===== src/mme_pkg.sv =====
// Types, constants and helper functions shared by the matrix multiply engine.
package mme_pkg;

    localparam int MAX_DIM    = 8;
    localparam int IDX_W      = $clog2(MAX_DIM);
    localparam int ADDR_W     = 2 * IDX_W;
    localparam int DATA_WIDTH = 16;
    localparam int PROD_W     = 2 * DATA_WIDTH;
    localparam int ACC_W      = 40;
    localparam int CFG_W      = 4;
    localparam int CFG_IDX_W  = 2;
    localparam int QDEPTH     = 4;
    localparam int QPTR_W     = $clog2(QDEPTH);

    localparam logic [CFG_IDX_W-1:0] CFG_ROWS_A    = 2'd0;
    localparam logic [CFG_IDX_W-1:0] CFG_INNER_LEN = 2'd1;
    localparam logic [CFG_IDX_W-1:0] CFG_COLS_B    = 2'd2;
    localparam logic [CFG_W-1:0]     CFG_RESET     = 4'd8;

    typedef struct packed {
        logic                         cmd;
        logic [IDX_W-1:0]             row;
        logic [IDX_W-1:0]             col;
        logic signed [DATA_WIDTH-1:0] value;
        logic                         start_req;
    } t_in_item;

    typedef struct packed {
        logic [IDX_W-1:0]        out_row;
        logic [IDX_W-1:0]        out_col;
        logic signed [ACC_W-1:0] product_value;
        logic                    last;
    } t_out_item;

    typedef enum logic {
        OP_LOAD_A = 1'b0,
        OP_LOAD_B = 1'b1
    } t_op;

    typedef struct packed {
        t_op                          op;
        logic [ADDR_W-1:0]            addr;
        logic signed [DATA_WIDTH-1:0] value;
        logic                         start;
    } t_qentry;

    typedef struct packed {
        logic full;
        logic empty;
    } t_q_status;

    // Effective sizes, held as the size minus one.
    typedef struct packed {
        logic [IDX_W-1:0] rows_m1;
        logic [IDX_W-1:0] inner_m1;
        logic [IDX_W-1:0] cols_m1;
    } t_dims;

    typedef enum logic [1:0] {
        S_IDLE,
        S_ISSUE,
        S_WAIT
    } t_back_state;

    // A size of zero acts as one, and a size above the store acts as the store size.
    function automatic logic [IDX_W-1:0] eff_dim_m1(input logic [CFG_W-1:0] raw);
        logic [IDX_W-1:0] res;
        if (raw == '0) begin
            res = '0;
        end else if (raw > CFG_W'(MAX_DIM)) begin
            res = IDX_W'(MAX_DIM - 1);
        end else begin
            res = IDX_W'(raw - CFG_W'(1));
        end
        return res;
    endfunction

endpackage


===== src/mme_front.sv =====
// Front end: registers each incoming request, classifies it and pushes it into the queue.
module mme_front (
    input  logic               i_clk,
    input  logic               i_rst_n,
    input  logic               i_in_valid,
    input  mme_pkg::t_in_item  i_in_item,
    output logic               o_in_stall,
    input  mme_pkg::t_q_status i_q_status,
    output logic               o_push,
    output mme_pkg::t_qentry   o_entry
);
    import mme_pkg::*;

    logic    r_valid;
    logic    n_valid;
    t_qentry r_entry;
    logic    accept;

    assign o_in_stall = r_valid && i_q_status.full;
    assign accept     = i_in_valid && !o_in_stall;
    assign o_push     = r_valid && !i_q_status.full;
    assign o_entry    = r_entry;

    always_comb begin
        n_valid = accept || (r_valid && i_q_status.full);
    end

    always_ff @(posedge i_clk) begin
        if (!i_rst_n) begin
            r_valid <= 1'b0;
        end else begin
            r_valid <= n_valid;
        end
    end

    always_ff @(posedge i_clk) begin
        if (accept) begin
            r_entry.op    <= i_in_item.cmd ? OP_LOAD_B : OP_LOAD_A;
            r_entry.addr  <= {i_in_item.row, i_in_item.col};
            r_entry.value <= i_in_item.value;
            r_entry.start <= i_in_item.start_req;
        end
    end

endmodule


===== src/mme_queue.sv =====
// Short request queue between the front end and the multiply back end.
module mme_queue (
    input  logic               i_clk,
    input  logic               i_rst_n,
    input  logic               i_push,
    input  mme_pkg::t_qentry   i_entry,
    input  logic               i_pop,
    output mme_pkg::t_qentry   o_head,
    output mme_pkg::t_q_status o_status
);
    import mme_pkg::*;

    t_qentry           r_mem [QDEPTH];
    logic [QPTR_W-1:0] r_wr_ptr;
    logic [QPTR_W-1:0] r_rd_ptr;
    logic [QPTR_W:0]   r_count;
    logic              do_push;
    logic              do_pop;

    assign o_status.full  = (r_count == (QPTR_W + 1)'(QDEPTH));
    assign o_status.empty = (r_count == '0);
    assign do_push        = i_push && !o_status.full;
    assign do_pop         = i_pop && !o_status.empty;
    assign o_head         = r_mem[r_rd_ptr];

    always_ff @(posedge i_clk) begin
        if (!i_rst_n) begin
            r_wr_ptr <= '0;
            r_rd_ptr <= '0;
            r_count  <= '0;
        end else begin
            if (do_push) begin
                r_wr_ptr <= r_wr_ptr + QPTR_W'(1);
            end
            if (do_pop) begin
                r_rd_ptr <= r_rd_ptr + QPTR_W'(1);
            end
            if (do_push && !do_pop) begin
                r_count <= r_count + (QPTR_W + 1)'(1);
            end else if (do_pop && !do_push) begin
                r_count <= r_count - (QPTR_W + 1)'(1);
            end
        end
    end

    always_ff @(posedge i_clk) begin
        if (do_push) begin
            r_mem[r_wr_ptr] <= i_entry;
        end
    end

endmodule


===== src/mme_back.sv =====
// Back end: element stores, the single multiply-accumulate pipeline and the result register.
module mme_back (
    input  logic               i_clk,
    input  logic               i_rst_n,
    input  mme_pkg::t_dims     i_dims,
    input  mme_pkg::t_qentry   i_head,
    input  mme_pkg::t_q_status i_q_status,
    output logic               o_pop,
    output logic               o_out_valid,
    output mme_pkg::t_out_item o_out_item,
    input  logic               i_out_stall
);
    import mme_pkg::*;

    logic signed [DATA_WIDTH-1:0] r_a_mem [MAX_DIM*MAX_DIM];
    logic signed [DATA_WIDTH-1:0] r_b_mem [MAX_DIM*MAX_DIM];
    logic signed [DATA_WIDTH-1:0] r_a_q;
    logic signed [DATA_WIDTH-1:0] r_b_q;
    logic signed [PROD_W-1:0]     r_prod;
    logic signed [ACC_W-1:0]      r_acc;

    t_back_state      r_state, n_state;
    t_dims            r_dims, n_dims;
    logic [IDX_W-1:0] r_i, n_i;
    logic [IDX_W-1:0] r_j, n_j;
    logic [IDX_W-1:0] r_k, n_k;
    logic             r_v1, r_v2;
    logic             r_first1, r_first2;
    logic             r_out_valid, n_out_valid;
    t_out_item        r_out_item;

    logic              issue;
    logic              out_load;
    logic              out_free;
    logic              elem_last;
    logic [ADDR_W-1:0] a_rd_addr;
    logic [ADDR_W-1:0] b_rd_addr;

    assign a_rd_addr   = {r_i, r_k};
    assign b_rd_addr   = {r_k, r_j};
    assign out_free    = !r_out_valid || !i_out_stall;
    assign elem_last   = (r_i == r_dims.rows_m1) && (r_j == r_dims.cols_m1);
    assign o_out_valid = r_out_valid;
    assign o_out_item  = r_out_item;

    always_comb begin
        n_state  = r_state;
        n_dims   = r_dims;
        n_i      = r_i;
        n_j      = r_j;
        n_k      = r_k;
        o_pop    = 1'b0;
        issue    = 1'b0;
        out_load = 1'b0;
        unique case (r_state)
            S_IDLE: begin
                if (!i_q_status.empty) begin
                    o_pop = 1'b1;
                    if (i_head.start) begin
                        n_dims  = i_dims;
                        n_i     = '0;
                        n_j     = '0;
                        n_k     = '0;
                        n_state = S_ISSUE;
                    end
                end
            end
            S_ISSUE: begin
                issue = 1'b1;
                if (r_k == r_dims.inner_m1) begin
                    n_k     = '0;
                    n_state = S_WAIT;
                end else begin
                    n_k = r_k + IDX_W'(1);
                end
            end
            S_WAIT: begin
                // The sum is complete once both pipeline stages have drained.
                if (!r_v1 && !r_v2 && out_free) begin
                    out_load = 1'b1;
                    if (elem_last) begin
                        n_i     = '0;
                        n_j     = '0;
                        n_state = S_IDLE;
                    end else begin
                        if (r_j == r_dims.cols_m1) begin
                            n_j = '0;
                            n_i = r_i + IDX_W'(1);
                        end else begin
                            n_j = r_j + IDX_W'(1);
                        end
                        n_state = S_ISSUE;
                    end
                end
            end
            default: begin
                n_state = S_IDLE;
            end
        endcase
    end

    always_comb begin
        n_out_valid = out_load || (r_out_valid && i_out_stall);
    end

    always_ff @(posedge i_clk) begin
        if (!i_rst_n) begin
            r_state     <= S_IDLE;
            r_dims      <= '0;
            r_i         <= '0;
            r_j         <= '0;
            r_k         <= '0;
            r_v1        <= 1'b0;
            r_v2        <= 1'b0;
            r_out_valid <= 1'b0;
        end else begin
            r_state     <= n_state;
            r_dims      <= n_dims;
            r_i         <= n_i;
            r_j         <= n_j;
            r_k         <= n_k;
            r_v1        <= issue;
            r_v2        <= r_v1;
            r_out_valid <= n_out_valid;
        end
    end

    always_ff @(posedge i_clk) begin
        if (o_pop && i_head.op == OP_LOAD_A) begin
            r_a_mem[i_head.addr] <= i_head.value;
        end
        r_a_q <= r_a_mem[a_rd_addr];
    end

    always_ff @(posedge i_clk) begin
        if (o_pop && i_head.op == OP_LOAD_B) begin
            r_b_mem[i_head.addr] <= i_head.value;
        end
        r_b_q <= r_b_mem[b_rd_addr];
    end

    always_ff @(posedge i_clk) begin
        r_first1 <= (r_k == '0);
        r_first2 <= r_first1;
        r_prod   <= r_a_q * r_b_q;
        if (r_v2) begin
            r_acc <= r_first2 ? ACC_W'(r_prod) : r_acc + ACC_W'(r_prod);
        end
        if (out_load) begin
            r_out_item.out_row       <= r_i;
            r_out_item.out_col       <= r_j;
            r_out_item.product_value <= r_acc;
            r_out_item.last          <= elem_last;
        end
    end

endmodule


===== src/matrix_multiply_engine.sv =====
// Top level of the fixed-point matrix multiply engine: size registers and the three parts.
//
//  channel   direction  handshake                   payload
//  input     in         i_in_valid / o_in_stall     i_in_item  (t_in_item)
//  result    out        o_out_valid / i_out_stall   o_out_item (t_out_item)
//  config    in         i_cfg_wr_en                 i_cfg_index, i_cfg_wdata
//
// Load requests are taken one per cycle while o_in_stall is low; a four-entry queue lets
// loading run ahead of the multiply unit. Each result is formed by the single
// multiply-accumulate pipeline (store read, multiply, accumulate, result register), and a
// start request keeps the back end busy until all rows_a * cols_b results have been loaded.
// Reset is synchronous; it clears control state and sets all three sizes to eight.
// The element stores hold whatever they held until written. A stalled result holds the
// back end in place while the front end keeps filling the queue.
module matrix_multiply_engine (
    input  logic                              i_clk,
    input  logic                              i_rst_n,
    input  logic                              i_in_valid,
    input  mme_pkg::t_in_item                 i_in_item,
    output logic                              o_in_stall,
    output logic                              o_out_valid,
    output mme_pkg::t_out_item                o_out_item,
    input  logic                              i_out_stall,
    input  logic                              i_cfg_wr_en,
    input  logic [mme_pkg::CFG_IDX_W-1:0]     i_cfg_index,
    input  logic [mme_pkg::CFG_W-1:0]         i_cfg_wdata
);
    import mme_pkg::*;

    logic [CFG_W-1:0] r_rows_a;
    logic [CFG_W-1:0] r_inner_len;
    logic [CFG_W-1:0] r_cols_b;
    t_dims            dims;
    t_q_status        q_status;
    t_qentry          push_entry;
    t_qentry          head;
    logic             push;
    logic             pop;

    always_ff @(posedge i_clk) begin
        if (!i_rst_n) begin
            r_rows_a    <= CFG_RESET;
            r_inner_len <= CFG_RESET;
            r_cols_b    <= CFG_RESET;
        end else if (i_cfg_wr_en) begin
            unique case (i_cfg_index)
                CFG_ROWS_A:    r_rows_a    <= i_cfg_wdata;
                CFG_INNER_LEN: r_inner_len <= i_cfg_wdata;
                CFG_COLS_B:    r_cols_b    <= i_cfg_wdata;
                default: begin
                end
            endcase
        end
    end

    assign dims.rows_m1  = eff_dim_m1(r_rows_a);
    assign dims.inner_m1 = eff_dim_m1(r_inner_len);
    assign dims.cols_m1  = eff_dim_m1(r_cols_b);

    mme_front u_front (
        .i_clk      (i_clk),
        .i_rst_n    (i_rst_n),
        .i_in_valid (i_in_valid),
        .i_in_item  (i_in_item),
        .o_in_stall (o_in_stall),
        .i_q_status (q_status),
        .o_push     (push),
        .o_entry    (push_entry)
    );

    mme_queue u_queue (
        .i_clk    (i_clk),
        .i_rst_n  (i_rst_n),
        .i_push   (push),
        .i_entry  (push_entry),
        .i_pop    (pop),
        .o_head   (head),
        .o_status (q_status)
    );

    mme_back u_back (
        .i_clk       (i_clk),
        .i_rst_n     (i_rst_n),
        .i_dims      (dims),
        .i_head      (head),
        .i_q_status  (q_status),
        .o_pop       (pop),
        .o_out_valid (o_out_valid),
        .o_out_item  (o_out_item),
        .i_out_stall (i_out_stall)
    );

endmodule


===== config.mk =====
export PLATFORM = sky130hd
export DESIGN_NAME = matrix_multiply_engine
export DESIGN_NICKNAME = d
export VERILOG_FILES = /design/src/mme_pkg.sv /design/src/mme_front.sv /design/src/mme_queue.sv /design/src/mme_back.sv /design/src/matrix_multiply_engine.sv
export SDC_FILE = /design/constraint.sdc
export NUM_CORES = 2
export LEC_CHECK = 0
export BUFFER_PORTS_ARGS = -buffer_cell sky130_fd_sc_hd__buf_2
export CORE_MARGIN = 5
export CORE_UTILIZATION = 63
export DETAILED_ROUTE_END_ITERATION = 8
export GPL_TIMING_DRIVEN = 0
export HOLD_SLACK_MARGIN = 0.03
export MAX_ROUTING_LAYER = met4
export PLACE_DENSITY = 0.86
export SLEW_MARGIN = 20
export SYNTH_ARGS = -nofsm -noshare
export SYNTH_HDL_FRONTEND = slang
export SYNTH_SLANG_ARGS = --single-unit

===== constraint.sdc =====
create_clock -name i_clk -period 7.61 [get_ports i_clk]
set_input_delay 0.761 -clock i_clk [delete_from_list [all_inputs] [get_ports i_clk]]
set_output_delay 0.761 -clock i_clk [all_outputs]
set_load 0.005 [all_outputs]

**Word level (Yosys, flattened, before mapping)**

Memories as Yosys holds them, arrays and structs flattened. A register that Yosys moved wholly into a read port is not among the register bits.
Cells that the tools add are included.

- Memories: 3
- Register bits: 188
- Output and inout bits: 49
- Memory bits (writable): 2,144

Memories:

| memory | words | bits a word | read ports | clocked after memory_dff | wr ports | line | RTL |
|---|---|---|---|---|---|---|---|
| u_back.r_a_mem | 64 | 16 | 1 | 1 | 1 | mme_back.sv:15 | `logic signed [DATA_WIDTH-1:0] r_a_mem [MAX_DIM*MAX_DIM];` |
| u_back.r_b_mem | 64 | 16 | 1 | 1 | 1 | mme_back.sv:16 | `logic signed [DATA_WIDTH-1:0] r_b_mem [MAX_DIM*MAX_DIM];` |
| u_queue.r_mem | 4 | 24 | 1 | 1 | 1 | mme_queue.sv:13 | `t_qentry r_mem [QDEPTH];` |

- Bitwise logic cells: 2
- Add/sub/neg operators: 11
- $lt $le $gt $ge: 3
- Multipliers: 1
- Muxes and demuxes: 41
- Equality and inequality tests: 13
- Reduce and logical (&&, ||, !) cells: 43

Operators with widths:

| cell | number |
|---|---|
| $mux 3 | 17 |
| $add 40x32->40 | 1 |
| $mux 40 | 1 |
| $mul 16x16->32 | 1 |
| $pmux 3 s2 | 3 |
| $logic_and 1x1->1 | 13 |
| $mux 1 | 13 |
| $add 3x1->3 const B | 4 |
| $gt 4x4->1 const B | 3 |
| $logic_not 4->1 | 3 |
| $mux 2 | 6 |
| $sub 3x1->3 const B | 4 |
| $eq 3x3->1 | 3 |
| $logic_not 1->1 | 9 |
| $reduce_and 4->1 | 2 |
| $logic_not 3->1 | 2 |
| $pmux 2 s3 | 1 |
| $reduce_and 2->1 | 3 |
| $reduce_and 3->1 | 2 |
| $reduce_bool 2->1 | 3 |
| $reduce_and 5->1 | 1 |
| $add 2x1->2 const B | 2 |
| $eq 2x1->1 const B | 2 |
| $eq 2x2->1 const B | 2 |
| 7 further kinds | 13 |

**Longest topological paths before layout**

- Depth after elaboration: 8
- Mapped depth: 24

**Cells and area by module**

Synthesis repeated with hierarchy kept, for this count alone.

- Cells, all modules: 5,062
- Area, all modules: 100,706.6 µm²

Modules (own cells, without submodules):

| module | area each (µm²) | instances | cells an instance |
|---|---|---|---|
| mme_back | 95,313.9 | 1 | 4,787 |
| mme_queue | 3,978.8 | 1 | 174 |
| mme_front | 770.7 | 1 | 29 |
| matrix_multiply_engine | 643.1 | 1 | 72 |

**Least setup slack after synthesis**

No wires, ideal clock.

- Path type: reg2reg
- Start: register u_back.r_a_q[15] (read register of u_back.r_a_mem)
- End: register u_back.r_prod[30]
- Required time: 7,477 ps
- Slack: 1,857 ps
- Arrival time: 5,619 ps
- Stages on the path, launching flop included: 24
- Path buffers: 2
- Cell sequence: dfxtp_1 clkbuf_1 nand2_1 inv_1 fa_1 inv_1 fa_1 fa_1 inv_1 fa_1 fa_1 inv_1 fa_1 inv_1 ha_1 clkbuf_1 and4_1 nand2_1 nor2_1 and4_1 o21ai_0 a31oi_1 mux2i_1 o2111ai_1

- Longest elaborated chain between the ends: 1

Ends and longest elaborated chain:

| what | line | RTL |
|---|---|---|
| from (decl) | mme_back.sv:17 | `logic signed [DATA_WIDTH-1:0] r_a_q;` |
| $mul 16x16->32 | mme_back.sv:145 | `r_prod <= r_a_q * r_b_q;` |
| to (signal assigned) | mme_back.sv:145 |  |
| to (decl) | mme_back.sv:19 | `logic signed [PROD_W-1:0] r_prod;` |

Every way passes these cells.
A chain may end at the register's enable or synchronous reset.

**Worst setup path in the final report**

Ends and elaborated chain as after synthesis.

==> flow_metrics.py <==
metrics = {
    "grt": {
        "grt_max_degree": 77,
        "grt_first_pass_wirelength_um": 428000,
        "grtUsageTotal": 0.373,
        "grt_overflow": 0,
        "grt_pass1_vias": 57400,
        "antenna_found_initial": 36,
    },
    "critical_path": {
        "critical_path.startpoint": "u_back.r_a_q[15]",
        "worstSetupStartpointType": "flip-flop",
        "critPathMaxFanout": 10,
        "worstPathRequired_ns": 8.30,
        "cp_common_cell": "fa_1",
        "max_stage_delay_ns": 0.60,
        "reg2reg_from": "u_back.r_a_q[15]",
        "endpoint_kind": "flip-flop",
        "worstRegToRegCells": 23,
        "arrival_ns": 8.03,
        "crit_type": "flip-flop to flip-flop",
        "cp_cell_sequence": "clkbuf_1 > nand2_1 > inv_1 > fa_1 > inv_1 > fa_1 > fa_1 > inv_1 > fa_1 > fa_1 > inv_1 > fa_1 > inv_1 > ha_1 > clkbuf_1 > and4_1 > nand2_1 > nor2_1 > and4_1 > o21ai_0 > a31oi_1 > mux2i_1 > o2111ai_1",
        "slowest_stage": "clkbuf_1",
    },
    "final_layout": {
        "fill_cells": 8289,
        "area_growth_pct": 12.6,
        "drive_gt1_frac": 0.255,
        "post-route-util": 0.715,
        "fin_cells": 7797,
        "regArea_sq_mm": 0.0699,
        "final_nets": 5939,
        "final_common_cell": "edfxtp_1",
        "multi_input_area_sq_mm": 0.0290,
        "final_cell_mix": "edfxtp_1 (2255), mux4_2 (680), inv_1 (333), fa_1 (264), clkbuf_16 (219)",
    },
    "placement": {
        "port_buffers": 83,
        "gp_congestion": 0.945,
        "place_inst": 7358,
        "hpwl_um": 179000,
    },
    "sta": {
        "slew_headroom": 0.139,
        "max_freq_mhz": 136,
        "min_period_ns": 7.34,
        "fin_crit_sh": 0.964,
        "skew_ns": 0.0791,
        "tightest_slew_ns": 1.29,
        "drv_slew": 0,
        "setup_viol": 0,
        "final-hold-violation-count": 0,
    },
    "floorplan": {
        "core.rowCount": 146,
        "io_pins": 84,
        "coreArea_sq_mm": 0.159,
        "start_util": 0.635,
        "dieArea_sq_mm": 0.168,
        "die_h_um": 410,
        "die_w_um": 410,
    },
    "yosys": {
        "synth_edf_count": 2255,
        "syn_area_per_cell_sq_um": 19.8,
        "synth_top_family_by_area": "multiplexers",
        "synthAdderAreaFrac": 0.0695,
        "ys_async_sr_fraction": 0,
        "synthSimpleGateAreaFrac": 0.0328,
        "ys_ff_latch": 2366,
        "synth_xor_area_frac": 0.00660,
        "yosysWarningCount": 0,
        "synth_ff_type": "edfxtp_1",
        "synth_cell_types": 75,
        "synth-seq-area-share": 0.694,
        "syn_area_sq_mm": 0.101,
        "synthCells": 5083,
        "synth_compound_area_frac": 0.0176,
        "synth_mux_area_frac": 0.157,
        "synthesis.nets": 5515,
    },
    "hold_path": {
        "hp-start": "i_in_item[16]",
        "hold_depth": 1,
        "hold_class": "primary input to flip-flop",
    },
    "detailed_routing": {
        "postRouteAntennaNets": 0,
        "viasPerCell": 7.36,
        "drt_iter0_markers": 9779,
        "first_pass_iters": 8,
        "avgRoutedWirePerCell_um": 38.8,
        "vias": 57300,
        "drcViolationCount": 0,
        "wirelength_um": 302000,
    },
    "cts": {
        "cts-root-buf": "clkbuf_16",
        "clk_pin_slew_ns": 0.07,
        "post-cts-setup-buffers": 0,
        "cts-resized-gates": 0,
        "cts_tree": "yes",
        "insertion_delay_ns": 0.89,
        "cts_buffers": 216,
        "cts_hold_buf": 3,
        "cts.path.max_buffers": 3,
        "htreeDepth": 4,
        "cts_sinks": 2366,
    },
    "flow_run": {
        "cap_violations": 0,
    },
    "run_status": {
        "status": "completed",
    },
}
registers in the layout, summed over array words and instances (netlist names), 9 cells and up, named ones only:
name / count
u_back.o_out_item: 47
u_back.r_a_mem: 1024
u_back.r_a_q: 16
u_back.r_acc: 40
u_back.r_b_mem: 1024
u_back.r_b_q: 16
u_back.r_dims: 9
u_back.r_prod: 32
u_front.o_entry: 24
u_queue.r_mem: 96
critical path: cells and delay by family, from the launching register on:
kind | cells | cell delay [ns]
adders and majority gates | 7 | 3.15
and+or+nand+nor | 5 | 1.35
DFF | 1 | 0.58
muxes | 1 | 0.23
AOI/OAI and AO/OA | 3 | 0.61
buffers and inverters | 7 | 1.29
per-layer routing:
layer,global-route usage,vias to the layer above,wire [um]
li1,-,21000,-
met1,0.463,28800,94100
met2,0.569,6189,143000
met3,0.112,1378,44600
met4,0.185,0,20800
met5,-,-,0
worst paths after layout:
check	slack, ns	to
worst max-delay path	0.27	u_back.r_prod[30]
worst min-delay path	0.07	u_front.o_entry[16]
worst max register to register	0.27	u_back.r_prod[30]
worst min register to register	0.36	u_back.r_first2
through the flow:
step | setup WS [ns] | instance area [sq um] | hold slack (ns) | TNS (ns)
final | 0.270 | 114000 | 0.0728 | 0
after detailed placement | 0.466 | 106000 | 0.345 | 0
after floorplan | 1.86 | 101000 | 0.310 | 0
after global routing | -0.0261 | 114000 | 0.0547 | -0.0261
after CTS | 0.378 | 113000 | 0.0335 | 0
after global placement | 0.484 | 104000 | 0.321 | 0
Yosys cell counts (all sizes together) (4+ instances only):
| cell | n | area [sq um] |
|---|---|---|
| a211o | 4 | 35.0 |
| a211oi | 12 | 95.1 |
| a21boi | 5 | 37.5 |
| a21o | 34 | 255 |
| a21oi | 64 | 320 |
| a311oi | 4 | 35.0 |
| a31oi | 11 | 68.8 |
| and2 | 130 | 813 |
| and3 | 18 | 113 |
| and4 | 5 | 43.8 |
| buf | 84 | 526 |
| clkbuf | 139 | 522 |
| dfxtp | 111 | 2220 |
| edfxtp | 2255 | 67700 |
| fa | 264 | 5290 |
| ha | 133 | 1660 |
| inv | 335 | 1260 |
| maj3 | 6 | 60.1 |
| mux2i | 14 | 140 |
| mux4 | 696 | 15700 |
| nand2 | 206 | 773 |
| nand2b | 18 | 113 |
| nand3 | 23 | 115 |
| nand3b | 6 | 45.0 |
| nand4 | 11 | 68.8 |
| nor2 | 213 | 800 |
| nor2b | 13 | 81.3 |
| nor3 | 15 | 75.1 |
| nor4 | 5 | 31.3 |
| nor4b | 4 | 35.0 |
| o211ai | 15 | 118 |
| o21a | 9 | 67.6 |
| o21ai | 63 | 315 |
| o21bai | 9 | 67.6 |
| o31ai | 7 | 52.6 |
| or2 | 10 | 62.6 |
| or3 | 14 | 87.6 |
| xnor2 | 49 | 429 |
| xor2 | 27 | 236 |
logic make-up (layout without fill, tap and decap cells):
logic type | after synthesis | after routing
AOI/OAI and AO/OA | 270 | 270
xor gates and xnor gates | 76 | 76
adders and majority gates | 403 | 403
buffers and inverters | 559 | 1165
DFF | 2366 | 2366
muxes | 712 | 712
other | 0 | 36
and+or+nand+nor | 697 | 697
cell type report:
class                   instances  area share
clock inverters               131      0.0134
repair buffers                206      0.0209
plain buffers                 223     0.00939
multi-input cells            2158       0.255
diodes                         36    0.000793
well taps                    2072      0.0228
clock buffers                 269      0.0504
inverters                     336      0.0111
flip-flops and latches       2366       0.616
Power is not shown: default switching activity piles up to over one toggle a cycle in this logic, so the estimate is an artifact.
